==> src/design/ambm_pkg.sv <==
// ----------------------------------------------------------------------------
// ambm_pkg
// Shared types and constants of the ambient light brightness mapper.
// ----------------------------------------------------------------------------
package ambm_pkg;

    // Ring of clamped samples; depth must be a power of two (mean is a shift)
    localparam int HISTORY_DEPTH = 16;
    localparam int SLOT_W        = $clog2(HISTORY_DEPTH);

    // Field widths
    localparam int SAMPLE_W = 12;
    localparam int SENS_W   = 13;
    localparam int DISP_W   = 4;
    localparam int SUM_W    = SENS_W + SLOT_W;
    localparam int CFG_IDX_W  = 3;
    localparam int CFG_DATA_W = 13;

    // Slew limit of the tracked level and its reset value
    localparam int MAX_STEP = 30;
    localparam logic [SENS_W-1:0] TRACK_RESET = SENS_W'(512);

    // Report cadence
    localparam int REP_W = 8;
    localparam logic [REP_W-1:0] REPORT_LAST = 8'hFF;

    // Mapping divider: signed difference widths and quotient steps
    localparam int SDIFF_W = SENS_W + 1;
    localparam int DDIFF_W = DISP_W + 1;
    localparam int PROD_W  = SDIFF_W + DDIFF_W;
    localparam int NUM_W   = PROD_W + 1;
    localparam int MAG_W   = NUM_W - 1;
    localparam int DEN_W   = SDIFF_W + 1;
    localparam int Q_STEPS = DISP_W;
    localparam int DIV_CNT_W = $clog2(Q_STEPS);
    localparam int LVL_W   = DISP_W + 2;

    // Register indexes of the configuration port
    localparam logic [CFG_IDX_W-1:0] REG_SENSOR_MIN     = 3'd0;
    localparam logic [CFG_IDX_W-1:0] REG_SENSOR_MAX     = 3'd1;
    localparam logic [CFG_IDX_W-1:0] REG_DISPLAY_MIN    = 3'd2;
    localparam logic [CFG_IDX_W-1:0] REG_DISPLAY_MAX    = 3'd3;
    localparam logic [CFG_IDX_W-1:0] REG_AUTO_MODE      = 3'd4;
    localparam logic [CFG_IDX_W-1:0] REG_MANUAL_LEVEL   = 3'd5;
    localparam logic [CFG_IDX_W-1:0] REG_DISPLAY_ENABLE = 3'd6;

    // Configuration register contents
    typedef struct packed {
        logic [SENS_W-1:0] sensor_min;
        logic [SENS_W-1:0] sensor_max;
        logic [DISP_W-1:0] display_min;
        logic [DISP_W-1:0] display_max;
        logic              auto_mode;
        logic [DISP_W-1:0] manual_level;
        logic              display_enable;
    } cfg_t;

    // Controller states
    typedef enum logic [2:0] {
        ST_IDLE,
        ST_UPDATE,
        ST_TRACK,
        ST_SETUP,
        ST_CHECK,
        ST_DIVIDE,
        ST_FINISH
    } state_t;

    // Controller to datapath commands
    typedef struct packed {
        logic load_sample;
        logic update_ring;
        logic update_track;
        logic setup_div;
        logic check_div;
        logic div_step;
        logic finish;
    } cmd_t;

    // Datapath to controller status
    typedef struct packed {
        logic out_free;
    } status_t;

endpackage

==> src/design/ambm_cfg.sv <==
// ----------------------------------------------------------------------------
// ambm_cfg
// Configuration register file: decodes indexed writes into the settings.
// ----------------------------------------------------------------------------
module ambm_cfg (
    input  logic                              clk,
    input  logic                              rst_n,
    input  logic                              cfg_valid,
    output logic                              cfg_ready,
    input  logic [ambm_pkg::CFG_IDX_W-1:0]    cfg_index,
    input  logic [ambm_pkg::CFG_DATA_W-1:0]   cfg_data,
    output ambm_pkg::cfg_t                    cfg
);

    ambm_pkg::cfg_t cfg_reg;
    ambm_pkg::cfg_t cfg_next;

    // Always ready: the user must write only while the block is idle; it is not enforced here
    assign cfg_ready = 1'b1;
    assign cfg       = cfg_reg;

    // Decode the write transaction
    always_comb
    begin
        cfg_next = cfg_reg;
        if (cfg_valid)
        begin
            case (cfg_index)
                ambm_pkg::REG_SENSOR_MIN:
                    cfg_next.sensor_min = cfg_data[ambm_pkg::SENS_W-1:0];
                ambm_pkg::REG_SENSOR_MAX:
                    cfg_next.sensor_max = cfg_data[ambm_pkg::SENS_W-1:0];
                ambm_pkg::REG_DISPLAY_MIN:
                    cfg_next.display_min = cfg_data[ambm_pkg::DISP_W-1:0];
                ambm_pkg::REG_DISPLAY_MAX:
                    cfg_next.display_max = cfg_data[ambm_pkg::DISP_W-1:0];
                ambm_pkg::REG_AUTO_MODE:
                    cfg_next.auto_mode = cfg_data[0];
                ambm_pkg::REG_MANUAL_LEVEL:
                    cfg_next.manual_level = cfg_data[ambm_pkg::DISP_W-1:0];
                ambm_pkg::REG_DISPLAY_ENABLE:
                    cfg_next.display_enable = cfg_data[0];
                default:
                    cfg_next = cfg_reg;
            endcase
        end
    end

    // Hold the settings
    always_ff @(posedge clk or negedge rst_n)
    begin
        if (!rst_n)
        begin
            cfg_reg.sensor_min     <= ambm_pkg::SENS_W'(150);
            cfg_reg.sensor_max     <= ambm_pkg::SENS_W'(1000);
            cfg_reg.display_min    <= ambm_pkg::DISP_W'(1);
            cfg_reg.display_max    <= ambm_pkg::DISP_W'(15);
            cfg_reg.auto_mode      <= 1'b1;
            cfg_reg.manual_level   <= ambm_pkg::DISP_W'(7);
            cfg_reg.display_enable <= 1'b1;
        end
        else
        begin
            cfg_reg <= cfg_next;
        end
    end

endmodule

==> src/design/ambm_ctrl.sv <==
// ----------------------------------------------------------------------------
// ambm_ctrl
// Sequencer: steps one sample through ring update, level tracking, the
// mapping division and the result load.
// ----------------------------------------------------------------------------
module ambm_ctrl (
    input  logic                 clk,
    input  logic                 rst_n,
    input  logic                 in_valid,
    output logic                 in_stall,
    input  ambm_pkg::status_t    status,
    output ambm_pkg::cmd_t       cmd
);

    ambm_pkg::state_t state_reg;
    ambm_pkg::state_t state_next;
    logic [ambm_pkg::DIV_CNT_W-1:0] step_reg;
    logic [ambm_pkg::DIV_CNT_W-1:0] step_next;

    // State and divide step registers
    always_ff @(posedge clk or negedge rst_n)
    begin
        if (!rst_n)
        begin
            state_reg <= ambm_pkg::ST_IDLE;
            step_reg  <= '0;
        end
        else
        begin
            state_reg <= state_next;
            step_reg  <= step_next;
        end
    end

    // Next state and commands
    always_comb
    begin
        state_next = state_reg;
        step_next  = step_reg;
        cmd        = '0;
        in_stall   = 1'b1;
        case (state_reg)
            ambm_pkg::ST_IDLE:
            begin
                in_stall = 1'b0;
                if (in_valid)
                begin
                    cmd.load_sample = 1'b1;
                    state_next      = ambm_pkg::ST_UPDATE;
                end
            end
            ambm_pkg::ST_UPDATE:
            begin
                cmd.update_ring = 1'b1;
                state_next      = ambm_pkg::ST_TRACK;
            end
            ambm_pkg::ST_TRACK:
            begin
                cmd.update_track = 1'b1;
                state_next       = ambm_pkg::ST_SETUP;
            end
            ambm_pkg::ST_SETUP:
            begin
                cmd.setup_div = 1'b1;
                state_next    = ambm_pkg::ST_CHECK;
            end
            ambm_pkg::ST_CHECK:
            begin
                cmd.check_div = 1'b1;
                step_next     = '0;
                state_next    = ambm_pkg::ST_DIVIDE;
            end
            ambm_pkg::ST_DIVIDE:
            begin
                cmd.div_step = 1'b1;
                step_next    = step_reg + 1'b1;
                if (step_reg == ambm_pkg::DIV_CNT_W'(ambm_pkg::Q_STEPS - 1))
                begin
                    state_next = ambm_pkg::ST_FINISH;
                end
            end
            ambm_pkg::ST_FINISH:
            begin
                // Wait until the output register can take the result
                if (status.out_free)
                begin
                    cmd.finish = 1'b1;
                    state_next = ambm_pkg::ST_IDLE;
                end
            end
            default:
            begin
                state_next = ambm_pkg::ST_IDLE;
            end
        endcase
    end

endmodule

==> src/design/ambm_dp.sv <==
// ----------------------------------------------------------------------------
// ambm_dp
// Datapath: sample ring and running sum, slew-limited level tracking,
// linear mapping through a short restoring divider, output register.
// ----------------------------------------------------------------------------
module ambm_dp (
    input  logic                              clk,
    input  logic                              rst_n,
    input  ambm_pkg::cmd_t                    cmd,
    input  ambm_pkg::cfg_t                    cfg,
    input  logic [ambm_pkg::SAMPLE_W-1:0]     sample,
    output ambm_pkg::status_t                 status,
    output logic                              out_valid,
    input  logic                              out_stall,
    output logic [ambm_pkg::DISP_W-1:0]       level,
    output logic                              level_changed,
    output logic                              display_on,
    output logic                              report_valid,
    output logic [ambm_pkg::SENS_W-1:0]       illuminance
);

    localparam int SENS_W  = ambm_pkg::SENS_W;
    localparam int DISP_W  = ambm_pkg::DISP_W;
    localparam int SUM_W   = ambm_pkg::SUM_W;
    localparam int SLOT_W  = ambm_pkg::SLOT_W;
    localparam int SDIFF_W = ambm_pkg::SDIFF_W;
    localparam int DDIFF_W = ambm_pkg::DDIFF_W;
    localparam int PROD_W  = ambm_pkg::PROD_W;
    localparam int NUM_W   = ambm_pkg::NUM_W;
    localparam int MAG_W   = ambm_pkg::MAG_W;
    localparam int DEN_W   = ambm_pkg::DEN_W;
    localparam int Q_STEPS = ambm_pkg::Q_STEPS;
    localparam int LVL_W   = ambm_pkg::LVL_W;
    localparam int REP_W   = ambm_pkg::REP_W;

    // Ring and per-sample state
    logic [ambm_pkg::SAMPLE_W-1:0] sample_reg;
    logic [SENS_W-1:0]  hist_reg [ambm_pkg::HISTORY_DEPTH];
    logic [SLOT_W-1:0]  slot_reg;
    logic [SUM_W-1:0]   sum_reg;
    logic [SUM_W-1:0]   sum_next;
    logic [SENS_W-1:0]  clamped;
    logic [SENS_W-1:0]  track_reg;
    logic [SENS_W-1:0]  track_next;
    logic [SENS_W-1:0]  avg_reg;
    logic [SENS_W-1:0]  avg_now;
    logic [REP_W-1:0]   rep_cnt_reg;
    logic               report_reg;

    // Divider state
    logic               neg_reg;
    logic               empty_reg;
    logic               sat_reg;
    logic [MAG_W-1:0]   rem_reg;
    logic [DEN_W-1:0]   den_reg;
    logic [MAG_W-1:0]   dsh_reg;
    logic [Q_STEPS-1:0] quo_reg;

    // Output register
    logic               out_valid_reg;
    logic [DISP_W-1:0]  level_reg;
    logic               changed_reg;
    logic               display_on_reg;
    logic               report_out_reg;
    logic [SENS_W-1:0]  illum_reg;
    logic               prev_valid_reg;
    logic [DISP_W-1:0]  prev_level_reg;

    logic signed [SDIFF_W-1:0] diff;
    logic signed [SDIFF_W-1:0] diff_lim;
    logic signed [SDIFF_W-1:0] span;
    logic signed [SDIFF_W-1:0] dt;
    logic signed [DDIFF_W-1:0] dd;
    logic signed [PROD_W-1:0]  prod;
    logic signed [NUM_W-1:0]   num;
    logic signed [NUM_W-1:0]   num_abs;
    logic signed [LVL_W-1:0]   q_signed;
    logic signed [LVL_W-1:0]   v;
    logic signed [LVL_W-1:0]   lo_s;
    logic signed [LVL_W-1:0]   hi_s;
    logic [DISP_W-1:0]  lo;
    logic [DISP_W-1:0]  hi;
    logic [DISP_W-1:0]  mapped;
    logic [DISP_W-1:0]  level_next;
    logic [LVL_W-1:0]   q_ext;

    // Clamp the sample: low bound first, then high bound
    always_comb
    begin
        if ({1'b0, sample_reg} < cfg.sensor_min)
            clamped = cfg.sensor_min;
        else if ({1'b0, sample_reg} > cfg.sensor_max)
            clamped = cfg.sensor_max;
        else
            clamped = {1'b0, sample_reg};
    end

    assign sum_next = sum_reg - SUM_W'(hist_reg[slot_reg]) + SUM_W'(clamped);

    // Truncated mean of the ring
    assign avg_now = sum_reg[SUM_W-1:SLOT_W];

    // Slew-limit the tracked level toward the mean
    always_comb
    begin
        diff = $signed({1'b0, avg_now}) - $signed({1'b0, track_reg});
        if (diff > SDIFF_W'(ambm_pkg::MAX_STEP))
            diff_lim = SDIFF_W'(ambm_pkg::MAX_STEP);
        else if (diff < -SDIFF_W'(ambm_pkg::MAX_STEP))
            diff_lim = -SDIFF_W'(ambm_pkg::MAX_STEP);
        else
            diff_lim = diff;
        track_next = SENS_W'($signed({1'b0, track_reg}) + diff_lim);
    end

    // Numerator and denominator of the rounded mapping
    always_comb
    begin
        span    = $signed({1'b0, cfg.sensor_max}) - $signed({1'b0, cfg.sensor_min});
        dt      = $signed({1'b0, track_reg}) - $signed({1'b0, cfg.sensor_min});
        dd      = $signed({1'b0, cfg.display_max}) - $signed({1'b0, cfg.display_min});
        prod    = PROD_W'(dd) * PROD_W'(dt);
        num     = (NUM_W'(prod) <<< 1) + NUM_W'(span);
        num_abs = (num < 0) ? -num : num;
    end

    // Finish: signed floor quotient, offset, saturate, select the mode
    always_comb
    begin
        lo    = (cfg.display_min < cfg.display_max) ? cfg.display_min : cfg.display_max;
        hi    = (cfg.display_min < cfg.display_max) ? cfg.display_max : cfg.display_min;
        lo_s  = $signed({2'b00, lo});
        hi_s  = $signed({2'b00, hi});
        q_ext = {2'b00, quo_reg};
        if (neg_reg)
            q_signed = -$signed(q_ext + LVL_W'(rem_reg != '0));
        else
            q_signed = $signed(q_ext);
        v = $signed({2'b00, cfg.display_min}) + q_signed;
        if (sat_reg)
            mapped = neg_reg ? lo : hi;
        else if (v < lo_s)
            mapped = lo;
        else if (v > hi_s)
            mapped = hi;
        else
            mapped = v[DISP_W-1:0];
        if (!cfg.auto_mode)
            level_next = cfg.manual_level;
        else if (empty_reg)
            level_next = cfg.display_min;
        else
            level_next = mapped;
    end

    // Capture the sample on acceptance
    always_ff @(posedge clk)
    begin
        if (cmd.load_sample)
            sample_reg <= sample;
    end

    // Ring, running sum, tracked level, report timing
    always_ff @(posedge clk or negedge rst_n)
    begin
        if (!rst_n)
        begin
            for (int i = 0; i < ambm_pkg::HISTORY_DEPTH; i++)
                hist_reg[i] <= '0;
            slot_reg    <= '0;
            sum_reg     <= '0;
            track_reg   <= ambm_pkg::TRACK_RESET;
            rep_cnt_reg <= '0;
            report_reg  <= 1'b0;
            avg_reg     <= '0;
        end
        else
        begin
            if (cmd.update_ring)
            begin
                hist_reg[slot_reg] <= clamped;
                sum_reg            <= sum_next;
                slot_reg           <= slot_reg + 1'b1;
            end
            if (cmd.update_track)
            begin
                avg_reg    <= avg_now;
                track_reg  <= track_next;
                report_reg <= (rep_cnt_reg == ambm_pkg::REPORT_LAST);
                if (rep_cnt_reg == ambm_pkg::REPORT_LAST)
                    rep_cnt_reg <= REP_W'(1);
                else
                    rep_cnt_reg <= rep_cnt_reg + 1'b1;
            end
        end
    end

    // Mapping divider: setup, saturation check, one quotient bit per step
    always_ff @(posedge clk)
    begin
        if (cmd.setup_div)
        begin
            neg_reg   <= (num < 0);
            empty_reg <= (span <= 0);
            rem_reg   <= num_abs[MAG_W-1:0];
            den_reg   <= DEN_W'({span, 1'b0});
        end
        if (cmd.check_div)
        begin
            sat_reg <= ({1'b0, rem_reg} >= (NUM_W'(den_reg) << Q_STEPS));
            dsh_reg <= MAG_W'(den_reg) << (Q_STEPS - 1);
            quo_reg <= '0;
        end
        if (cmd.div_step)
        begin
            if (rem_reg >= dsh_reg)
            begin
                rem_reg <= rem_reg - dsh_reg;
                quo_reg <= {quo_reg[Q_STEPS-2:0], 1'b1};
            end
            else
            begin
                quo_reg <= {quo_reg[Q_STEPS-2:0], 1'b0};
            end
            dsh_reg <= dsh_reg >> 1;
        end
    end

    // Output register: load on finish, drop when the transaction completes
    always_ff @(posedge clk or negedge rst_n)
    begin
        if (!rst_n)
        begin
            out_valid_reg  <= 1'b0;
            prev_valid_reg <= 1'b0;
            prev_level_reg <= '0;
        end
        else
        begin
            if (cmd.finish)
            begin
                out_valid_reg  <= 1'b1;
                prev_valid_reg <= 1'b1;
                prev_level_reg <= level_next;
            end
            else if (!out_stall)
            begin
                out_valid_reg <= 1'b0;
            end
        end
    end

    always_ff @(posedge clk)
    begin
        if (cmd.finish)
        begin
            level_reg      <= level_next;
            changed_reg    <= !prev_valid_reg || (level_next != prev_level_reg);
            display_on_reg <= cfg.display_enable;
            report_out_reg <= report_reg;
            illum_reg      <= avg_reg;
        end
    end

    assign status.out_free = !out_valid_reg || !out_stall;
    assign out_valid       = out_valid_reg;
    assign level           = level_reg;
    assign level_changed   = changed_reg;
    assign display_on      = display_on_reg;
    assign report_valid    = report_out_reg;
    assign illuminance     = illum_reg;

endmodule

==> src/design/ambient_light_brightness_mapper.sv <==
// ----------------------------------------------------------------------------
// ambient_light_brightness_mapper
// Maps light-sensor samples to a display brightness level: clamp, moving
// average over a 16-entry ring, slew-limited tracking, rounded linear map.
// ----------------------------------------------------------------------------
//   channel  direction  handshake             payload
//   in       input      in_valid / in_stall   sample
//   out      output     out_valid / out_stall level, level_changed, display_on,
//                                             report_valid, illuminance
//   cfg      input      cfg_valid / cfg_ready cfg_index, cfg_data
//
// A sample passes through the accept step, ring update, tracking,
// divider setup, saturation check, 4 quotient steps of the mapping divider
// and the result load; the next sample is accepted in the following cycle.
// Reset clears the ring flip-flops directly; no clearing pass is needed.
// A result waits in the output register while out_stall is high; the
// sequencer then holds in its last step and keeps in_stall high.
// ----------------------------------------------------------------------------
module ambient_light_brightness_mapper (
    input  logic                              clk,
    input  logic                              rst_n,
    input  logic                              in_valid,
    output logic                              in_stall,
    input  logic [ambm_pkg::SAMPLE_W-1:0]     sample,
    output logic                              out_valid,
    input  logic                              out_stall,
    output logic [ambm_pkg::DISP_W-1:0]       level,
    output logic                              level_changed,
    output logic                              display_on,
    output logic                              report_valid,
    output logic [ambm_pkg::SENS_W-1:0]       illuminance,
    input  logic                              cfg_valid,
    output logic                              cfg_ready,
    input  logic [ambm_pkg::CFG_IDX_W-1:0]    cfg_index,
    input  logic [ambm_pkg::CFG_DATA_W-1:0]   cfg_data
);

    ambm_pkg::cfg_t    cfg;
    ambm_pkg::cmd_t    cmd;
    ambm_pkg::status_t status;

    ambm_cfg u_cfg (
        .clk       (clk),
        .rst_n     (rst_n),
        .cfg_valid (cfg_valid),
        .cfg_ready (cfg_ready),
        .cfg_index (cfg_index),
        .cfg_data  (cfg_data),
        .cfg       (cfg)
    );

    ambm_ctrl u_ctrl (
        .clk      (clk),
        .rst_n    (rst_n),
        .in_valid (in_valid),
        .in_stall (in_stall),
        .status   (status),
        .cmd      (cmd)
    );

    ambm_dp u_dp (
        .clk           (clk),
        .rst_n         (rst_n),
        .cmd           (cmd),
        .cfg           (cfg),
        .sample        (sample),
        .status        (status),
        .out_valid     (out_valid),
        .out_stall     (out_stall),
        .level         (level),
        .level_changed (level_changed),
        .display_on    (display_on),
        .report_valid  (report_valid),
        .illuminance   (illuminance)
    );

endmodule
==> config.mk <==
export PLATFORM = sky130hd
export DESIGN_NAME = ambient_light_brightness_mapper
export DESIGN_NICKNAME = d
export VERILOG_FILES = /design/src/design/ambm_pkg.sv /design/src/design/ambm_cfg.sv /design/src/design/ambm_ctrl.sv /design/src/design/ambm_dp.sv /design/src/design/ambient_light_brightness_mapper.sv
export SDC_FILE = /design/constraint.sdc
export NUM_CORES = 1
export LEC_CHECK = 0
export ABC_AREA = 1
export ABC_CLOCK_PERIOD_IN_PS = 16530
export BUFFER_PORTS_ARGS = -buffer_cell sky130_fd_sc_hd__buf_2
export CAP_MARGIN = 20
export CORE_ASPECT_RATIO = 1.4
export CORE_MARGIN = 1
export CORE_UTILIZATION = 49
export CTS_CLUSTER_DIAMETER = 60
export DETAILED_ROUTE_END_ITERATION = 8
export PLACE_DENSITY = 0.65
export SYNTH_ARGS = -nofsm -noshare
export SYNTH_HDL_FRONTEND = slang
export SYNTH_SLANG_ARGS = --single-unit
==> constraint.sdc <==
create_clock -name clk -period 16.53 [get_ports clk]
set_clock_uncertainty 0.05 [all_clocks]
set_input_delay 1.653 -clock clk [delete_from_list [all_inputs] [get_ports clk]]
set_output_delay 1.653 -clock clk [all_outputs]
set_load 0.02 [all_outputs]
== Yosys cells after proc, flatten, opt, wreduce, memory -nomap -nowiden ==
Index checks and enable logic that the tools add are counted.

* $lt $le $gt $ge: 13
* Multiplexer cells: 46
* Reductions and logical operators: 19
* Shift operators: 0
* Bitwise gates (word level): 1
* Divide/modulo/power cells: 0
* $mul: 1
* Equality and inequality tests: 19
* $add $sub $neg: 16

{| class="wikitable"
|+ Operator list
! cell !! number
|-
| $bwmux W208 || 1
|-
| $mux W13 || 7
|-
| $mux W19 || 4
|-
| $bmux W13 S4 || 1
|-
| $demux W13 S4 || 1
|-
| $sub A13 B13 Y14 || 3
|-
| $mux W4 || 10
|-
| $pmux W3 S7 || 1
|-
| $add A20 B14 Y20 || 1
|-
| $lt A20 B1 Y1 const B || 1
|-
| $ge A19 B18 Y1 || 1
|-
| $ge A19 B19 Y1 || 1
|-
| $mul A5 B14 Y19 || 1
|-
| $neg A19 Y19 || 1
|-
| $reduce_bool A19 Y1 || 1
|-
| $sub A19 B18 Y19 || 1
|-
| $eq A3 B3 Y1 const B || 6
|-
| $mux W18 || 1
|-
| $add A17 B13 Y17 || 1
|-
| $mux W17 || 1
|-
| $sub A17 B13 Y17 || 1
|-
| $gt A14 B6 Y1 const B || 1
|-
| $le A14 B1 Y1 const B || 1
|-
| $lt A14 B6 Y1 const B || 1
|-
| 35 further kinds || 66
|}

* Memory bits (writable): 0
* Bits in read-only memories: 0
* Bits of input ports: 33
* Bits in latches: 0
* Output and inout bits: 23
* Memories kept: 0
* Logic and storage cells: 163
* Register bits: 405

== Longest topological paths before layout ==
* Word-level depth: 13
* Depth in mapped cells: 43
* Gate-level depth less buffers: 42

== Modules after synthesis ==
Synthesis repeated with hierarchy kept, for this count alone.

* Cell total of the unflattened synthesis: 3458
* Area total of the unflattened synthesis: 27278.7 um2

{| class="wikitable"
|+ Modules (own cells, without submodules)
! module !! cells an instance !! times used !! area an instance (um2) !! seq. area each (um2)
|-
| ambm_dp || 3225 || 1 || 25256.7 || 9270.1
|-
| ambm_cfg || 190 || 1 || 1697.9 || 1026.0
|-
| ambm_ctrl || 43 || 1 || 324.1 || 125.1
|}

== Least setup slack after synthesis ==
No wires, ideal clock.

* Path type: register to register
* From: reg u_cfg.cfg_reg, in the netlist u_cfg.cfg[10]
* To: reg u_dp.rem_reg[14]
* Stages on the path, launching flop included: 41
* Period minus slack after synthesis: 6618 ps
* Data arrival time: 6441 ps
* Setup slack: 9912 ps
* Setup time: 128 ps
* Required time: 16352 ps
* Path buffers: 2
* Path through: dfstp_2 ha_1 inv_1 fa_1 a21oi_1 nor2_1 nor2_1 inv_1 clkbuf_1 nor2_1 fa_1 fa_1 inv_1 fa_1 inv_1 ha_1 a21oi_1 nand2_1 (+5 left out) a21oi_1 o21bai_1 a21oi_1 nor2_1 nor2_1 xnor2_1 ha_1 inv_1 o31ai_1 a21oi_1 nand3b_1 nand2_4 inv_4 buf_6 nand3_1 nand3_1 nand2_1 o21ai_1

* Longest elaborated chain between the ends: 8
* Elaborated cells on any way between the ends: 9
* Those cells by class: add/sub: 3; mul: 1; order compare: 1; mux: 4

{| class="wikitable"
|+ RTL lines
! element !! line !! RTL
|-
| from (decl) || ambm_cfg.sv:15 || <nowiki>ambm_pkg::cfg_t cfg_reg;</nowiki>
|-
| from (signal assigned) || ambm_cfg.sv:64 || <nowiki>cfg_reg <= cfg_next;</nowiki>
|-
| $sub A4 B4 Y5 * || ambm_dp.sv:121 || <nowiki>dd = $signed({1'b0, cfg.display_max}) - $signed({1'b0, cfg.display_min});</nowiki>
|-
| $mul A5 B14 Y19 * || ambm_dp.sv:122 || <nowiki>prod = PROD_W'(dd) * PROD_W'(dt);</nowiki>
|-
| $add A20 B14 Y20 * || ambm_dp.sv:123 || <nowiki>num = (NUM_W'(prod) <<< 1) + NUM_W'(span);</nowiki>
|-
| $neg A19 Y19 or $lt A20 B1 Y1 (tied branches) || ambm_dp.sv:124 || <nowiki>num_abs = (num < 0) ? -num : num;</nowiki>
|-
| $mux W19 * || ambm_dp.sv:124 ||
|-
| $mux W19 * || ambm_dp.sv:201 || <nowiki>if (cmd.setup_div)</nowiki>
|-
| $mux W19 || ambm_dp.sv:216 || <nowiki>if (rem_reg >= dsh_reg)</nowiki>
|-
| $mux W19 * || ambm_dp.sv:214 || <nowiki>if (cmd.div_step)</nowiki>
|-
| to (signal assigned) || ambm_dp.sv:205 || <nowiki>rem_reg <= num_abs[MAG_W-1:0];</nowiki>
|-
| to (signal assigned) || ambm_dp.sv:218 || <nowiki>rem_reg <= rem_reg - dsh_reg;</nowiki>
|-
| to (decl) || ambm_dp.sv:54 || <nowiki>logic [MAG_W-1:0] rem_reg;</nowiki>
|}

Every way passes the cells marked *; elsewhere a longest branch is shown, timed or not.
A chain may end at the register's enable or synchronous reset.

== Worst setup path in the final report ==
* From: reg u_cfg.cfg_reg, in the netlist u_cfg.cfg[10]
* To: reg u_dp.rem_reg[11]

Same word-level chain as after synthesis.

==> flow_metrics.tcl <==
set metrics [dict create \
    outcome "completed" \
    regToRegSetupSlack_ns 8.90 \
    area_growth_pct 9.39 \
    antenna_found_initial 0 \
    wire_per_inst_um 18.0 \
    grt_overflow 0 \
    die_width_um 200 \
    fin_crit_ns 7.63 \
    synth_seq_cells 405 \
    syn_inst 3424 \
    synth_top_area_share 0.273 \
    ys.flop_type "dfrtp_1" \
    synth-edff-count 71 \
    htree_levels 2 \
    hold_viol 0 \
    relSlewSlack 0.255 \
    period_share 0.462 \
    grt_pass1_wl_um 122000 \
    slowest_stage "dfstp_2" \
    initial_core_util 0.497 \
    ys_top_cells_by_area "dfrtp_1 (27%), nand2_1 (10%), ha_1 (9.2%)" \
    clk_path_buf_depth 3 \
    rows 101 \
    path_max_fanout 12 \
    postSynthAreaPerCell_um2 7.88 \
    die_h_um 280 \
    r2r_start "u_cfg.cfg[10]" \
    synth_area_leader_cell "dfrtp_1" \
    arrival_ns 8.06 \
    gp_congestion 0.964 \
    die_area_um2 56000 \
    vias 23088 \
    crit_required_ns 16.96 \
    ys_async_sr_fraction 0.778 \
    cts_root_buf "clkbuf_16" \
    first_iter_violations 1294 \
    grt_max_degree 92 \
    yosysSeqAreaShare 0.386 \
    synth_area_um2 27000 \
    drt_pre_antenna_iters 5 \
    dp_hpwl_um 57300 \
    startpoint "u_cfg.cfg[10]" \
    worst_pin_slew_ns 1.11 \
    largest_reg_flops 208 \
    cts_tree "built" \
    via_per_inst 5.51 \
    cp-start-kind "flip-flop" \
    drv_slew 0 \
    io_buffers 54 \
    clock-sinks 405 \
    path_class "flip-flop to flip-flop" \
    numCtsBuffers 44 \
    fill_cells 5116 \
    critical_path.max_stage_delay_ns 0.59 \
    synth_warnings 0 \
    postRouteAntennaNets 0 \
    clk_pin_slew_ns 0.06 \
    grt_pass1_vias 23335 \
    netlist-cell-type-count 64 \
    cts_resized 0 \
    syn_nets 3721 \
    reg2reg_depth 30 \
    crit_path_end "u_dp.rem_reg[11]" \
    cts_setup_buffers 0 \
    r2r_end "u_dp.rem_reg[11]" \
    drive_gt1_frac 0.0678 \
    fin_nets 3729 \
    grtUsageTotal 0.273 \
    route.detailed.drc 0 \
    io_pins 56 \
    max_freq_ghz 0.131 \
    setup_viol 0 \
    routed_wl_um 75600 \
    hp-class "flip-flop to flip-flop" \
    insertion_delay_ns 0.60 \
    hold_buffers 0 \
    cpMostUsedCell "inv_1" \
    drv_cap 0 \
    rsz0062_at_grt "no" \
    core_um2 54300 \
    utilization 0.543 \
    end_kind "flip-flop" \
    finalSetupTns_ns 0 \
]
-- worst min path at each step --
stage / slack, ns / cells after the start / startpoint / to
floorplan: 0.38 / 0 / u_dp.avg_reg[0] / u_dp.illuminance[0]
global placement: 0.38 / 0 / u_dp.avg_reg[9] / u_dp.illuminance[9]
detailed placement: 0.39 / 0 / u_dp.avg_reg[5] / u_dp.illuminance[5]
CTS: 0.40 / 0 / u_dp.avg_reg[8] / u_dp.illuminance[8]
global route: 0.41 / 0 / u_dp.report_reg / u_dp.report_valid
finish: 0.40 / 0 / u_dp.avg_reg[7] / u_dp.illuminance[7]
-- placed cells by master (no fill, tap or decap), types with 58 or more instances in the layout --
cell | Yosys | layout
dfrtp_1 | 294 | 293
edfxtp_1 | 71 | 71
nand3_1 | 104 | 104
nand2_1 | 731 | 731
inv_1 | 439 | 438
fa_1 | 66 | 66
ha_1 | 198 | 198
o21ai_0 | 475 | 475
xor2_1 | 73 | 73
a21oi_1 | 169 | 169
o22ai_1 | 58 | 58
nor2_1 | 305 | 304
-- cells in the mapped netlist, types with 3 or more instances --
cell / count
o31ai_1: 3
clkbuf_1: 99
nand3b_1: 6
a21oi_1: 169
nand2_2: 4
buf_6: 3
dfxtp_1: 19
nand3_2: 3
ha_1: 198
or2_2: 10
xnor2_1: 32
buf_2: 18
a221oi_1: 3
inv_2: 3
and2_1: 3
a31oi_1: 13
a21o_1: 11
dfrtp_1: 294
nand3_1: 104
nor3_1: 20
o21ai_0: 475
xor2_1: 73
a21oi_2: 5
inv_1: 439
o21ai_2: 8
xnor2_2: 3
o21bai_1: 10
o21ai_1: 30
o211ai_1: 23
fa_1: 66
nand2_1: 731
clkinv_1: 3
nand4_1: 47
nor4_1: 9
nor2_1: 305
dfstp_2: 21
edfxtp_1: 71
o22ai_1: 58
-- metrics by stage --
step           instance area [µm²]  setup WS, ns  hold slack (ns)  cells
2_1_floorplan                27000          9.91            0.375   3424
3_5_place_dp                 27900          8.90            0.385   4103
5_1_grt                      29500          8.37            0.408   4189
3_3_place_gp                 27900          8.98            0.381   4103
4_1_cts                      29400          8.90            0.399   4185
6_report                     29500          8.90            0.398   4190
-- metal layers --
layer / part of all wire / GRT usage / vias up
li1: - / - / 11313
met1: 0.38 / 0.293 / 11014
met2: 0.53 / 0.517 / 563
met3: 0.034 / 0.0269 / 198
met4: 0.058 / 0.159 / 0
met5: 0 / 0 / -
-- final cells by class --
class	count	area [µm²]	area share
Inverter	446	1680	0.0568
Tap cell	721	902	0.0306
Sequential cell	405	10400	0.353
Multi-Input combinational cell	2451	14400	0.488
Clock inverter	21	265	0.00899
Timing Repair Buffer	84	569	0.0193
Clock buffer	61	1280	0.0433
Antenna cell	1	2.50	0.0000848
-- cell families (layout without fill, tap and decap cells) --
| kind of cell | Yosys count | in the layout | synth area share |
|---|---|---|---|
| AOI/OAI and AO/OA | 824 | 824 | 0.166 |
| other | 1 | 2 | 0.000139 |
| DFF | 405 | 405 | 0.386 |
| buffers and inverters | 568 | 612 | 0.0809 |
| adders and majority gates | 264 | 264 | 0.141 |
| xor gates and xnor gates | 108 | 108 | 0.0359 |
| and+or+nand+nor | 1254 | 1254 | 0.190 |
-- critical path: cells and delay by family (launching register included) --
kind                     cells  cell delay [ns]
adder cells (fa/ha/maj)      7             2.80
buffers and inverters        6             0.75
AO/OA/AOI/OAI                3             0.47
flip-flops                   1             0.59
AND/OR/NAND/NOR             11             2.06
XOR/XNOR                     3             0.82
Power is left out: the tool's default activity adds up to more than one toggle a clock period on the data nets, which glitch-free logic cannot reach.
